$ cat src/sv/wnnm_pkg.sv
// Package: shared types, constants and codes of the weighted nearest-neighbour match block.
package wnnm_pkg;

  localparam int unsigned MaxFacesDefault = 4096;
  localparam int unsigned SumW            = 48;
  localparam int unsigned CoefW           = 32;
  localparam int unsigned LabelW          = 16;
  localparam int unsigned IndexW          = 12;
  localparam int unsigned LimitW          = 31;
  localparam int unsigned UserW           = 15;
  localparam int unsigned DivSteps        = SumW / 2;
  localparam int unsigned DivCntW         = $clog2(DivSteps);

  localparam logic [SumW-1:0]   SumMax       = {SumW{1'b1}};
  localparam logic [LimitW-1:0] LimitReset   = LimitW'(4915200);
  localparam logic [UserW-1:0]  UserIdReset  = UserW'(1);

  // register map: index taken from paddr[2]
  localparam logic RegRejectLimit = 1'b0;
  localparam logic RegUserId      = 1'b1;

  typedef enum logic [1:0] {
    VERDICT_ANON  = 2'd0,
    VERDICT_USER  = 2'd1,
    VERDICT_OTHER = 2'd2
  } wnnm_verdict_e;

  typedef struct packed {
    logic load;
    logic square;
    logic div_init;
    logic div_step;
    logic accumulate;
    logic emit;
  } wnnm_cmd_t;

  typedef struct packed {
    logic last_dim;
    logic last_face;
  } wnnm_status_t;

endpackage

$ cat src/sv/wnnm_if.sv
// Interfaces: input item channel and result item channel.
interface wnnm_in_if;
  logic               valid;
  logic               ready;
  logic signed [31:0] test_coef;
  logic signed [31:0] train_coef;
  logic        [31:0] eigenvalue;
  logic signed [15:0] train_label;
  logic               last_dim;
  logic               last_face;

  modport source (output valid, test_coef, train_coef, eigenvalue, train_label,
                  last_dim, last_face, input ready);
  modport sink   (input valid, test_coef, train_coef, eigenvalue, train_label,
                  last_dim, last_face, output ready);
endinterface

interface wnnm_out_if;
  logic               valid;
  logic               ready;
  logic        [11:0] nearest_index;
  logic signed [15:0] nearest_label;
  logic        [1:0]  verdict;
  logic        [47:0] best_distance;
  logic               none_qualified;

  modport source (output valid, nearest_index, nearest_label, verdict, best_distance,
                  none_qualified, input ready);
  modport sink   (input valid, nearest_index, nearest_label, verdict, best_distance,
                  none_qualified, output ready);
endinterface

$ cat src/sv/wnnm_ctrl.sv
// Controller: sequences square, divide and accumulate steps and owns the result handshake.
module wnnm_ctrl (
  input  logic                  clk_i,
  input  logic                  rst_ni,
  input  logic                  in_valid_i,
  output logic                  in_ready_o,
  output logic                  out_valid_o,
  input  logic                  out_ready_i,
  input  wnnm_pkg::wnnm_status_t status_i,
  output wnnm_pkg::wnnm_cmd_t    cmd_o
);
  import wnnm_pkg::*;

  typedef enum logic [2:0] {
    S_IDLE,
    S_SQR,
    S_DINIT,
    S_DIV,
    S_ACC
  } state_e;

  state_e              state_q;
  logic [DivCntW-1:0]  cnt_q;
  logic                out_valid_q;
  logic                scan_end;
  logic                out_free;

  assign scan_end    = status_i.last_dim && status_i.last_face;
  assign out_free    = !out_valid_q || out_ready_i;
  assign in_ready_o  = (state_q == S_IDLE);
  assign out_valid_o = out_valid_q;

  always_comb begin
    cmd_o            = '0;
    cmd_o.load       = (state_q == S_IDLE) && in_valid_i;
    cmd_o.square     = (state_q == S_SQR);
    cmd_o.div_init   = (state_q == S_DINIT);
    cmd_o.div_step   = (state_q == S_DIV);
    cmd_o.accumulate = (state_q == S_ACC) && (!scan_end || out_free);
    cmd_o.emit       = (state_q == S_ACC) && scan_end && out_free;
  end

  always_ff @(posedge clk_i or negedge rst_ni) begin
    if (!rst_ni) begin
      state_q     <= S_IDLE;
      cnt_q       <= '0;
      out_valid_q <= 1'b0;
    end else begin
      if (cmd_o.emit) begin
        out_valid_q <= 1'b1;
      end else if (out_ready_i) begin
        out_valid_q <= 1'b0;
      end
      case (state_q)
        S_IDLE: begin
          if (in_valid_i) begin
            state_q <= S_SQR;
          end
        end
        S_SQR: begin
          state_q <= S_DINIT;
        end
        S_DINIT: begin
          cnt_q   <= '0;
          state_q <= S_DIV;
        end
        S_DIV: begin
          cnt_q <= cnt_q + DivCntW'(1);
          if (cnt_q == DivCntW'(DivSteps - 1)) begin
            state_q <= S_ACC;
          end
        end
        S_ACC: begin
          // hold while the final result cannot be handed over
          if (cmd_o.accumulate) begin
            state_q <= S_IDLE;
          end
        end
        default: begin
          state_q <= S_IDLE;
        end
      endcase
    end
  end

endmodule

$ cat src/sv/wnnm_dpath.sv
// Datapath: difference, squarer, radix-4 divider, running sum and best-face tracking.
module wnnm_dpath #(
  parameter int unsigned MAX_FACES = wnnm_pkg::MaxFacesDefault
) (
  input  logic                       clk_i,
  input  logic                       rst_ni,
  input  wnnm_pkg::wnnm_cmd_t         cmd_i,
  output wnnm_pkg::wnnm_status_t      status_o,
  input  logic signed [31:0]          test_coef_i,
  input  logic signed [31:0]          train_coef_i,
  input  logic        [31:0]          eigenvalue_i,
  input  logic signed [15:0]          train_label_i,
  input  logic                        last_dim_i,
  input  logic                        last_face_i,
  input  logic [wnnm_pkg::LimitW-1:0] reject_limit_i,
  input  logic [wnnm_pkg::UserW-1:0]  user_id_i,
  output logic        [11:0]          nearest_index_o,
  output logic signed [15:0]          nearest_label_o,
  output logic        [1:0]           verdict_o,
  output logic        [47:0]          best_distance_o,
  output logic                        none_qualified_o
);
  import wnnm_pkg::*;

  localparam int unsigned CntW = (MAX_FACES > 1) ? $clog2(MAX_FACES) : 1;

  // item registers
  logic        [31:0] mag_q;
  logic        [31:0] ev_q;
  logic signed [15:0] label_q;
  logic               last_dim_q;
  logic               last_face_q;
  logic        [63:0] sq_q;
  logic        [32:0] rem_q;
  logic        [47:0] num_q;
  logic               sat_q;

  // scan state
  logic [SumW-1:0]    run_q;
  logic               rej_q;
  logic [SumW-1:0]    best_sum_q;
  logic [CntW-1:0]    best_face_q;
  logic signed [15:0] best_person_q;
  logic [CntW-1:0]    count_q;
  logic               found_q;

  logic signed [32:0] diff;
  logic        [32:0] mag33;
  logic               over_limit;
  logic        [32:0] r1;
  logic        [32:0] r1s;
  logic        [32:0] r2;
  logic        [32:0] r2s;
  logic               ge1;
  logic               ge2;
  logic [SumW-1:0]    term;
  logic [SumW:0]      sum49;
  logic [SumW-1:0]    sum_new;
  logic [SumW-1:0]    bs;
  logic [CntW-1:0]    bf;
  logic signed [15:0] bp;
  logic               fa;
  logic               qualify;
  logic [CntW-1:0]    count_next;
  logic [CntW+11:0]   idx_wide;
  wnnm_verdict_e      verdict;

  assign status_o.last_dim  = last_dim_q;
  assign status_o.last_face = last_face_q;

  // exact 33-bit difference and its magnitude
  assign diff       = 33'(test_coef_i) - 33'(train_coef_i);
  assign mag33      = diff[32] ? 33'(-diff) : 33'(diff);
  assign over_limit = mag33 > {2'b00, reject_limit_i};

  // two quotient bits per step
  always_comb begin
    r1  = {rem_q[31:0], num_q[47]};
    ge1 = r1 >= {1'b0, ev_q};
    r1s = ge1 ? (r1 - {1'b0, ev_q}) : r1;
    r2  = {r1s[31:0], num_q[46]};
    ge2 = r2 >= {1'b0, ev_q};
    r2s = ge2 ? (r2 - {1'b0, ev_q}) : r2;
  end

  // saturating accumulate and best-face update
  always_comb begin
    term    = sat_q ? SumMax : num_q;
    sum49   = {1'b0, run_q} + {1'b0, term};
    sum_new = sum49[SumW] ? SumMax : sum49[SumW-1:0];
    bs      = best_sum_q;
    bf      = best_face_q;
    bp      = best_person_q;
    fa      = found_q;
    if ((count_q == '0) && !found_q) begin
      bf = '0;
      bp = label_q;
    end
    qualify = !rej_q && (!found_q || (sum_new < best_sum_q));
    if (qualify) begin
      bs = sum_new;
      bf = count_q;
      bp = label_q;
      fa = 1'b1;
    end
    count_next = (count_q == CntW'(MAX_FACES - 1)) ? '0 : count_q + CntW'(1);
    idx_wide   = {12'b0, bf};
    if (bp <= 16'sd0) begin
      verdict = VERDICT_ANON;
    end else if (bp[14:0] == user_id_i) begin
      verdict = VERDICT_USER;
    end else begin
      verdict = VERDICT_OTHER;
    end
  end

  always_ff @(posedge clk_i) begin
    if (cmd_i.load) begin
      mag_q       <= mag33[31:0];
      ev_q        <= eigenvalue_i;
      label_q     <= train_label_i;
      last_dim_q  <= last_dim_i;
      last_face_q <= last_face_i;
    end
    if (cmd_i.square) begin
      sq_q <= mag_q * mag_q;
    end
    if (cmd_i.div_init) begin
      // a quotient of 2^48 or more saturates; also covers a zero eigenvalue
      sat_q <= {16'b0, sq_q[63:48]} >= ev_q;
      rem_q <= {17'b0, sq_q[63:48]};
      num_q <= sq_q[47:0];
    end
    if (cmd_i.div_step) begin
      rem_q <= r2s;
      num_q <= {num_q[45:0], ge1, ge2};
    end
    if (cmd_i.emit) begin
      nearest_index_o  <= idx_wide[11:0];
      nearest_label_o  <= bp;
      verdict_o        <= verdict;
      best_distance_o  <= bs;
      none_qualified_o <= !fa;
    end
  end

  always_ff @(posedge clk_i or negedge rst_ni) begin
    if (!rst_ni) begin
      run_q         <= '0;
      rej_q         <= 1'b0;
      best_sum_q    <= SumMax;
      best_face_q   <= '0;
      best_person_q <= '0;
      count_q       <= '0;
      found_q       <= 1'b0;
    end else begin
      if (cmd_i.load && over_limit) begin
        rej_q <= 1'b1;
      end
      if (cmd_i.accumulate) begin
        if (!last_dim_q) begin
          run_q <= sum_new;
        end else if (last_face_q) begin
          // end of scan: back to the reset picture
          run_q         <= '0;
          rej_q         <= 1'b0;
          best_sum_q    <= SumMax;
          best_face_q   <= '0;
          best_person_q <= '0;
          count_q       <= '0;
          found_q       <= 1'b0;
        end else begin
          run_q         <= '0;
          rej_q         <= 1'b0;
          best_sum_q    <= bs;
          best_face_q   <= bf;
          best_person_q <= bp;
          count_q       <= count_next;
          found_q       <= fa;
        end
      end
    end
  end

endmodule

$ cat src/sv/weighted_nearest_neighbor_match.sv
// Top level: weighted nearest-neighbour match with configuration port.
//
// Usage: stream one item per dimension of each training face on in_i (test and
// training coefficient, eigenvalue, face label, last_dim, last_face). Each face
// sums the saturated terms (test - train)^2 / eigenvalue in Q36.12; a face with
// any |test - train| above reject_limit is disqualified. When an item carries
// both last_dim and last_face, one result item leaves on out_o with the nearest
// face index, its label, the verdict, the distance and a none-qualified flag.
// Each item goes through accept, square, divider set-up, 24 radix-4 divider steps
// and accumulate; the shared 48-bit quotient divider takes a new item only after that.
// The result is registered at the accumulate step of the final item.
// A stalled result sits in the output register while the next scan streams on;
// only the final item of the following scan waits for it to be taken.
// Configuration (APB): reject_limit at 0x0, user_id at 0x4; write only while idle.
// Reset clears the scan state and the result valid, and loads the register
// defaults (reject_limit 1200.0, user_id 1).
module weighted_nearest_neighbor_match #(
  parameter int unsigned MAX_FACES = wnnm_pkg::MaxFacesDefault
) (
  input  logic        clk_i,
  input  logic        rst_ni,
  wnnm_in_if.sink     in_i,
  wnnm_out_if.source  out_o,
  input  logic        psel,
  input  logic        penable,
  input  logic        pwrite,
  input  logic [2:0]  paddr,
  input  logic [31:0] pwdata,
  output logic [31:0] prdata,
  output logic        pready
);
  import wnnm_pkg::*;

  logic [LimitW-1:0] reject_limit_q;
  logic [UserW-1:0]  user_id_q;
  logic              cfg_write;
  wnnm_cmd_t         cmd;
  wnnm_status_t      status;

  // configuration registers
  assign pready    = 1'b1;
  assign cfg_write = psel && penable && pwrite;

  always_comb begin
    case (paddr[2])
      RegRejectLimit: prdata = {1'b0, reject_limit_q};
      RegUserId:      prdata = {17'b0, user_id_q};
      default:        prdata = '0;
    endcase
  end

  always_ff @(posedge clk_i or negedge rst_ni) begin
    if (!rst_ni) begin
      reject_limit_q <= LimitReset;
      user_id_q      <= UserIdReset;
    end else if (cfg_write) begin
      case (paddr[2])
        RegRejectLimit: reject_limit_q <= pwdata[LimitW-1:0];
        RegUserId:      user_id_q      <= pwdata[UserW-1:0];
        default:        ;
      endcase
    end
  end

  // sequence the steps of each item
  wnnm_ctrl u_ctrl (
    .clk_i       (clk_i),
    .rst_ni      (rst_ni),
    .in_valid_i  (in_i.valid),
    .in_ready_o  (in_i.ready),
    .out_valid_o (out_o.valid),
    .out_ready_i (out_o.ready),
    .status_i    (status),
    .cmd_o       (cmd)
  );

  // arithmetic, scan state and the result register
  wnnm_dpath #(
    .MAX_FACES (MAX_FACES)
  ) u_dpath (
    .clk_i            (clk_i),
    .rst_ni           (rst_ni),
    .cmd_i            (cmd),
    .status_o         (status),
    .test_coef_i      (in_i.test_coef),
    .train_coef_i     (in_i.train_coef),
    .eigenvalue_i     (in_i.eigenvalue),
    .train_label_i    (in_i.train_label),
    .last_dim_i       (in_i.last_dim),
    .last_face_i      (in_i.last_face),
    .reject_limit_i   (reject_limit_q),
    .user_id_i        (user_id_q),
    .nearest_index_o  (out_o.nearest_index),
    .nearest_label_o  (out_o.nearest_label),
    .verdict_o        (out_o.verdict),
    .best_distance_o  (out_o.best_distance),
    .none_qualified_o (out_o.none_qualified)
  );

  // one item in flight at a time
  assert property (@(posedge clk_i) disable iff (!rst_ni)
    (in_i.valid && in_i.ready) |=> !in_i.ready)
    else $error("input accepted while an item is still in flight");

  // never overwrite a result that has not been taken
  assert property (@(posedge clk_i) disable iff (!rst_ni)
    cmd.emit |-> (!out_o.valid || out_o.ready))
    else $error("result overwritten before it was taken");

  // an empty scan reports the saturated distance
  assert property (@(posedge clk_i) disable iff (!rst_ni)
    (out_o.valid && out_o.none_qualified) |-> (&out_o.best_distance))
    else $error("none qualified but distance not saturated");

endmodule
$ cat src/flat_wrapper.sv
// flat-port wrapper written by rule: the top's interface ports become plain ports
module weighted_nearest_neighbor_match_flat import wnnm_pkg::*;
#(
  parameter int unsigned MAX_FACES = wnnm_pkg::MaxFacesDefault
)
  (clk_i, rst_ni, psel, penable, pwrite, paddr, pwdata, prdata, pready, in_i_valid, in_i_test_coef, in_i_train_coef, in_i_eigenvalue, in_i_train_label, in_i_last_dim, in_i_last_face, in_i_ready, out_o_valid, out_o_nearest_index, out_o_nearest_label, out_o_verdict, out_o_best_distance, out_o_none_qualified, out_o_ready);
  wnnm_in_if in_i_i ();
  wnnm_out_if out_o_i ();
  input  logic clk_i;
  input  logic rst_ni;
  input  logic psel;
  input  logic penable;
  input  logic pwrite;
  input  logic [2:0] paddr;
  input  logic [31:0] pwdata;
  output logic [31:0] prdata;
  output logic pready;
  input wire logic [$bits(in_i_i.valid)-1:0] in_i_valid;
  input wire logic [$bits(in_i_i.test_coef)-1:0] in_i_test_coef;
  input wire logic [$bits(in_i_i.train_coef)-1:0] in_i_train_coef;
  input wire logic [$bits(in_i_i.eigenvalue)-1:0] in_i_eigenvalue;
  input wire logic [$bits(in_i_i.train_label)-1:0] in_i_train_label;
  input wire logic [$bits(in_i_i.last_dim)-1:0] in_i_last_dim;
  input wire logic [$bits(in_i_i.last_face)-1:0] in_i_last_face;
  output wire logic [$bits(in_i_i.ready)-1:0] in_i_ready;
  output wire logic [$bits(out_o_i.valid)-1:0] out_o_valid;
  output wire logic [$bits(out_o_i.nearest_index)-1:0] out_o_nearest_index;
  output wire logic [$bits(out_o_i.nearest_label)-1:0] out_o_nearest_label;
  output wire logic [$bits(out_o_i.verdict)-1:0] out_o_verdict;
  output wire logic [$bits(out_o_i.best_distance)-1:0] out_o_best_distance;
  output wire logic [$bits(out_o_i.none_qualified)-1:0] out_o_none_qualified;
  input wire logic [$bits(out_o_i.ready)-1:0] out_o_ready;
  assign in_i_i.valid = in_i_valid;
  assign in_i_i.test_coef = in_i_test_coef;
  assign in_i_i.train_coef = in_i_train_coef;
  assign in_i_i.eigenvalue = in_i_eigenvalue;
  assign in_i_i.train_label = in_i_train_label;
  assign in_i_i.last_dim = in_i_last_dim;
  assign in_i_i.last_face = in_i_last_face;
  assign in_i_ready = in_i_i.ready;
  assign out_o_valid = out_o_i.valid;
  assign out_o_nearest_index = out_o_i.nearest_index;
  assign out_o_nearest_label = out_o_i.nearest_label;
  assign out_o_verdict = out_o_i.verdict;
  assign out_o_best_distance = out_o_i.best_distance;
  assign out_o_none_qualified = out_o_i.none_qualified;
  assign out_o_i.ready = out_o_ready;
  weighted_nearest_neighbor_match #(.MAX_FACES(MAX_FACES)) u_core (.clk_i(clk_i), .rst_ni(rst_ni), .in_i(in_i_i), .out_o(out_o_i), .psel(psel), .penable(penable), .pwrite(pwrite), .paddr(paddr), .pwdata(pwdata), .prdata(prdata), .pready(pready));
endmodule
$ cat config.mk
export PLATFORM = sky130hd
export DESIGN_NAME = weighted_nearest_neighbor_match_flat
export DESIGN_NICKNAME = d
export VERILOG_FILES = /design/src/sv/wnnm_pkg.sv /design/src/sv/wnnm_if.sv /design/src/sv/wnnm_ctrl.sv /design/src/sv/wnnm_dpath.sv /design/src/sv/weighted_nearest_neighbor_match.sv /design/src/flat_wrapper.sv
export SDC_FILE = /design/constraint.sdc
export NUM_CORES = 2
export LEC_CHECK = 0
export BUFFER_PORTS_ARGS = -buffer_cell sky130_fd_sc_hd__buf_4
export CAP_MARGIN = 20
export CORE_ASPECT_RATIO = 0.8
export CORE_MARGIN = 3
export CORE_UTILIZATION = 65
export CTS_CLUSTER_DIAMETER = 30
export DETAILED_ROUTE_END_ITERATION = 6
export PLACE_DENSITY = 0.84
export SYNTH_ARGS = -nofsm -noshare
export SYNTH_HDL_FRONTEND = slang
export SYNTH_SLANG_ARGS = --single-unit
$ cat constraint.sdc
create_clock -name clk_i -period 9 [get_ports clk_i]
set_input_delay 2.25 -clock clk_i [delete_from_list [all_inputs] [get_ports clk_i]]
set_output_delay 2.25 -clock clk_i [all_outputs]
set_load 0.005 [all_outputs]
# Word-level counts from Yosys, hierarchy flattened

Index checks and enable logic that the tools add are counted.

Shift operators: 0
Divide/modulo/power cells: 0
Multiplexer cells: 34
Add/subtract/negate cells: 7
Reduce and logical (&&, ||, !) cells: 26
Equal/unequal tests: 10
Magnitude comparators: 6
Bitwise gates (word level): 1
$mul: 1

Operator list:

| operator                                                        | count |
|---|---|
| two-way mux 48 bit                                              | 7 |
| two-way mux 32 bit                                              | 4 |
| greater-or-equal comparator 33 x 32 -> 1 bit                    | 2 |
| multiplier 32 x 32 -> 64 bit                                    | 1 |
| case mux 32 bit (2 select lines)                                | 1 |
| subtractor 32 bit                                               | 2 |
| two-way mux 12 bit                                              | 5 |
| adder 48 x 48 -> 49 bit                                         | 1 |
| less-than comparator 48 bit                                     | 1 |
| two-way mux 16 bit                                              | 3 |
| greater-than comparator 33 x 31 -> 1 bit                        | 1 |
| two-way mux 33 bit                                              | 1 |
| negator 33 bit                                                  | 1 |
| subtractor 32 x 32 -> 33 bit                                    | 1 |
| greater-or-equal comparator 16 x 32 -> 1 bit                    | 1 |
| less-or-equal comparator 16 x 1 -> 1 bit, second input constant | 1 |
| == test 15 bit                                                  | 1 |
| case mux 3 bit (5 select lines)                                 | 1 |
| adder 12 x 1 -> 12 bit, second input constant                   | 1 |
| == test 12 bit, second input constant                           | 1 |
| logical NOT 12 bit                                              | 1 |
| logical AND 1 bit                                               | 10 |
| case mux 5 bit (2 select lines)                                 | 1 |
| two-way mux 3 bit                                               | 3 |
| other kinds (16)                                                | 33 |

Input bits: 156
Bits in writable memories: 0
Bits in read-only memories: 0
Latch bits: 0
Memories kept: 0
Flip-flop bits (word level): 499

# Longest topological paths before layout

Depth after elaboration: 9
Gate-level depth with buffers: 31
Depth with buffers taken out: 30

# Modules after synthesis

A second synthesis with hierarchy kept.

Cells, all modules: 6158
Area, all modules: 60625.6 µm²

By module, submodules not included:

| module                          | cells an instance | area an instance (µm²) | instances |
|---|---|---|---|
| wnnm_dpath                      | 5966              | 57921.8                | 1 |
| weighted_nearest_neighbor_match | 137               | 2194.6                 | 1 |
| wnnm_ctrl                       | 55                | 509.2                  | 1 |

# Least setup slack after synthesis

OpenSTA, ideal clock, no wires.

Path type: reg2reg
From: register u_core.u_dpath.mag_q[2]
To: register u_core.u_dpath.sq_q[55] (data pin)
Arrival time: 7.676 ns
Cell stages (with the launch flop): 29
Path slack: 1.065 ns
Path buffers: 2
Cells stage by stage: edfxtp_1 clkbuf_1 buf_1 nand2_1 fa_1 fa_1 inv_1 fa_1 inv_1 fa_1 inv_1 fa_1 fa_1 fa_1 inv_1 fa_1 inv_1 ha_1 a21o_1 a21o_1 a21oi_1 o211ai_1 nor4_1 nor3_1 or3_1 a31oi_1 a211oi_1 a41oi_1 xnor2_1

Longest elaborated chain between the ends: 1

Ends and longest elaborated chain:

| element                      | line              | source |
|---|---|---|
| start, declared              | wnnm_dpath.sv:28  | `logic [31:0] mag_q;` |
| start signal, assigned       | wnnm_dpath.sv:119 | `mag_q <= mag33[31:0];` |
| multiplier 32 x 32 -> 64 bit | wnnm_dpath.sv:126 | `sq_q <= mag_q * mag_q;` |
| end signal, assigned         | wnnm_dpath.sv:126 |  |
| end, declared                | wnnm_dpath.sv:33  | `logic [63:0] sq_q;` |

Every way passes these cells.
A chain may end at the register's enable or synchronous reset.

# Worst setup path in the final report

From: register u_core.u_dpath.mag_q[22]
To: register u_core.u_dpath.sq_q[55] (data pin)

The elaborated chain is that of the path after synthesis.

==> impl_metrics.env <==
export IMPL_core_mm2=0.0919
export IMPL_tightest_slew_ns=1.06
export IMPL_worstHoldPathType="reg -> reg"
export IMPL_cp_startpoint="u_core.u_dpath.mag_q[22]"
export IMPL_antenna_found_initial=11
export IMPL_die_area_mm2=0.0971
export IMPL_synth_edf_count=305
export IMPL_setup_viol=0
export IMPL_fin_nets=8109
export IMPL_fin_skew_ns=0.0272
export IMPL_firstDrtPassIters=6
export IMPL_ys_types=91
export IMPL_cts_tree="done"
export IMPL_drive_above_1_share_pct=12.0
export IMPL_synthCells=6343
export IMPL_cts_sinks=498
export IMPL_crit_top_cell="fa_1"
export IMPL_worstSetupPathType="reg -> reg"
export IMPL_numCtsBuffers=75
export IMPL_drt_iter0_drc=4215
export IMPL_max_freq_mhz=115
export IMPL_insertion_delay_ns=0.63
export IMPL_whs_ns=0.496
export IMPL_h_tree_depth=3
export IMPL_grtUsageTotal_pct=34.7
export IMPL_maxSlewViolCount=0
export IMPL_die_x_um=348
export IMPL_ant_nets=0
export IMPL_grt_max_degree=115
export IMPL_seq_area_frac_synth_pct=23.2
export IMPL_die_h_um=279
export IMPL_syn_area_mm2=0.0607
export IMPL_status="finished clean"
export IMPL_start_kind="flop"
export IMPL_routed_wl_um=166000
export IMPL_start_util_pct=66.0
export IMPL_final_util_pct=73.3
export IMPL_root_buffer="clkbuf_16"
export IMPL_period_needed_ns=8.69
export IMPL_place_port_buffers=264
export IMPL_cts_buffer_depth=3
export IMPL_synthFlopType="edfxtp_1"
export IMPL_dr_total_vias=47700
export IMPL_syn_nets=7834
export IMPL_path_clk_slew_ns=0.06
export IMPL_crit_path_top_delay_cell="edfxtp_1"
export IMPL_drt_wirelength_per_cell_um=21.1
export IMPL_max_slew_margin_pct=28.9
export IMPL_endpoint_kind="flop"
export IMPL_r2r_start="u_core.u_dpath.mag_q[22]"
export IMPL_grt_ovfl_total=0
export IMPL_tns_ns=0
export IMPL_num_rows=99
export IMPL_max_stage_delay_ns=0.93
export IMPL_area_growth_syn_to_layout_pct=11.0
export IMPL_dp_final_hpwl_um=133000
export IMPL_grt_pass1_vias=49300
export IMPL_async_reset_ff_share_pct=38.8
export IMPL_gp_congestion=0.957
export IMPL_cap_violations=0
export IMPL_critPathArrivalTime_ns=9.04
export IMPL_rsz0062_at_grt="false"
export IMPL_drc=0
export IMPL_synth_avg_cell_area_um2=9.56
export IMPL_io_pins=270
export IMPL_cp_required_ns=9.36
export IMPL_yosys_warnings=0
export IMPL_crit_fanout=15
export IMPL_finalHoldViolCount=0
export IMPL_yosys_register_bits=498
export IMPL_vias_per_cell=6.04
export IMPL_grt_first_pass_wirelength_um=264000
export IMPL_finalCritPeriodShare_pct=96.5
export IMPL_worstHoldStart="u_core.u_dpath.best_sum_q[4]"
## logic make-up after synthesis
| logic type | after synthesis | share of synthesized area (%) |
|---|---|---|
| buf+inv | 1459 | 9.08 |
| compound gates | 1045 | 11.4 |
| mux | 120 | 2.16 |
| xor+xnor | 269 | 3.88 |
| simple gates | 1615 | 12.9 |
| other cells | 2 | 0.0124 |
| flops | 498 | 23.2 |
| fa+ha+maj | 1335 | 37.4 |
## synthesized netlist by cell type, drive strengths merged (142+ instances only)
master  count  area [µm²]
inv      1225        4600
fa        798       16000
nand2     624        2340
ha        537        6720
edfxtp    305        9160
nor2      298        1120
and2      264        1650
a21oi     258        1290
o21ai     213        1070
clkbuf    199         747
xnor2     166        1450
a21o      142        1070
## state kept, by name (all words and copies together) (netlist names), 12 cells and up
register and cells:
u_core.reject_limit_q 31, u_core.u_dpath.best_distance_o 48, u_core.u_dpath.best_face_q 12, u_core.u_dpath.best_person_q 16
u_core.u_dpath.best_sum_q 48, u_core.u_dpath.count_q 12, u_core.u_dpath.ev_q 32, u_core.u_dpath.label_q 16
u_core.u_dpath.mag_q 32, u_core.u_dpath.nearest_index_o 12, u_core.u_dpath.nearest_label_o 16, u_core.u_dpath.num_q 48
u_core.u_dpath.rem_q 32, u_core.u_dpath.run_q 48, u_core.u_dpath.sq_q 63, u_core.user_id_q 15
## stage by stage
stage | setup WS, ns | std cells | instance area, µm²
2_1_floorplan | 1.06 | 6343 | 60700
3_3_place_gp | 0.347 | 7725 | 64500
3_5_place_dp | 0.273 | 7726 | 64500
4_1_cts | 0.212 | 7864 | 67000
5_1_grt | 0.00460 | 7892 | 67300
6_report | 0.314 | 7895 | 67400
## final timing paths
check                                                to  slack [ns]  cells past startpoint
max                             u_core.u_dpath.sq_q[55]        0.31                     25
min                        u_core.u_dpath.best_sum_q[4]        0.50                      2
max reg2reg                     u_core.u_dpath.sq_q[55]        0.31                     25
min in group asynchronous    u_core.u_dpath.count_q[11]        1.69                      1
max in group asynchronous     u_core.reject_limit_q[18]        6.12                      2
min reg2reg                u_core.u_dpath.best_sum_q[4]        0.50                      2
## routing by layer
metal / part of all wire (%) / track usage [%]
met5: 0.045 / 0
met1: 39 / 45.4
met2: 47 / 56.4
met3: 10 / 8.27
met4: 4.2 / 13.7
## critical path, delay by kind of cell (launching register included)
family          cells  cell delay, ns
compound gates      5            1.28
xor+xnor            1            0.08
fa+ha+maj           9            4.47
buf+inv             5            0.40
flops               1            0.93
simple gates        5            1.23
## placed cells by master, fill, tap and decap left out, types with 15 or more instances in the layout
| master | synthesis | final |
|---|---|---|
| mux2i_1 | 35 | 35 |
| nand2_1 | 623 | 621 |
| and3_1 | 34 | 34 |
| o22ai_1 | 17 | 17 |
| a31o_2 | 17 | 17 |
| a22oi_1 | 19 | 19 |
| and2_1 | 264 | 262 |
| or2_2 | 59 | 59 |
| o21bai_1 | 29 | 29 |
| dfstp_2 | 53 | 53 |
| o21ai_0 | 207 | 205 |
| a31oi_1 | 59 | 58 |
| inv_1 | 1225 | 1224 |
| a211oi_1 | 28 | 28 |
| buf_4 | 3 | 407 |
| nor2_1 | 298 | 296 |
| xnor2_1 | 166 | 166 |
| a21o_1 | 142 | 142 |
| nor4_1 | 30 | 30 |
| xor2_1 | 103 | 103 |
| nor2b_1 | 34 | 33 |
| fa_1 | 798 | 798 |
| or3_1 | 18 | 18 |
| o211ai_1 | 16 | 16 |
| a211o_1 | 15 | 15 |
| mux2_2 | 85 | 85 |
| buf_12 | 0 | 23 |
| a22o_1 | 58 | 58 |
| edfxtp_1 | 305 | 305 |
| nand2b_1 | 40 | 40 |
| a21oi_1 | 258 | 257 |
| clkbuf_16 | 0 | 76 |
| nand3_1 | 58 | 58 |
| ha_1 | 537 | 537 |
| nor3_1 | 51 | 51 |
| nand4_1 | 47 | 47 |
| o21a_1 | 37 | 37 |
| dfrtp_1 | 140 | 140 |
## what timing repair did
action / in CTS / in global routing
hold buffers: 0 / 0
setup buffers: 0 / 26
endpoints found under the setup margin: 0 / 9
endpoints found under the hold margin: 0 / 0
gates resized for setup: 0 / 2
## cell type report
| cell class | count | area, µm² |
|---|---|---|
| timing repair buffer | 432 | 3540 |
| inverter | 1225 | 4600 |
| sequential | 498 | 14100 |
| fill | 6297 | 24600 |
| multi-input combinational | 4386 | 41200 |
| clock inverter | 45 | 438 |
| antenna | 4 | 10.0 |
| clock buffer | 93 | 2000 |
| tap | 1212 | 1520 |
Power is not shown: default switching activity piles up to over one toggle a cycle in this logic, so the estimate is an artifact.
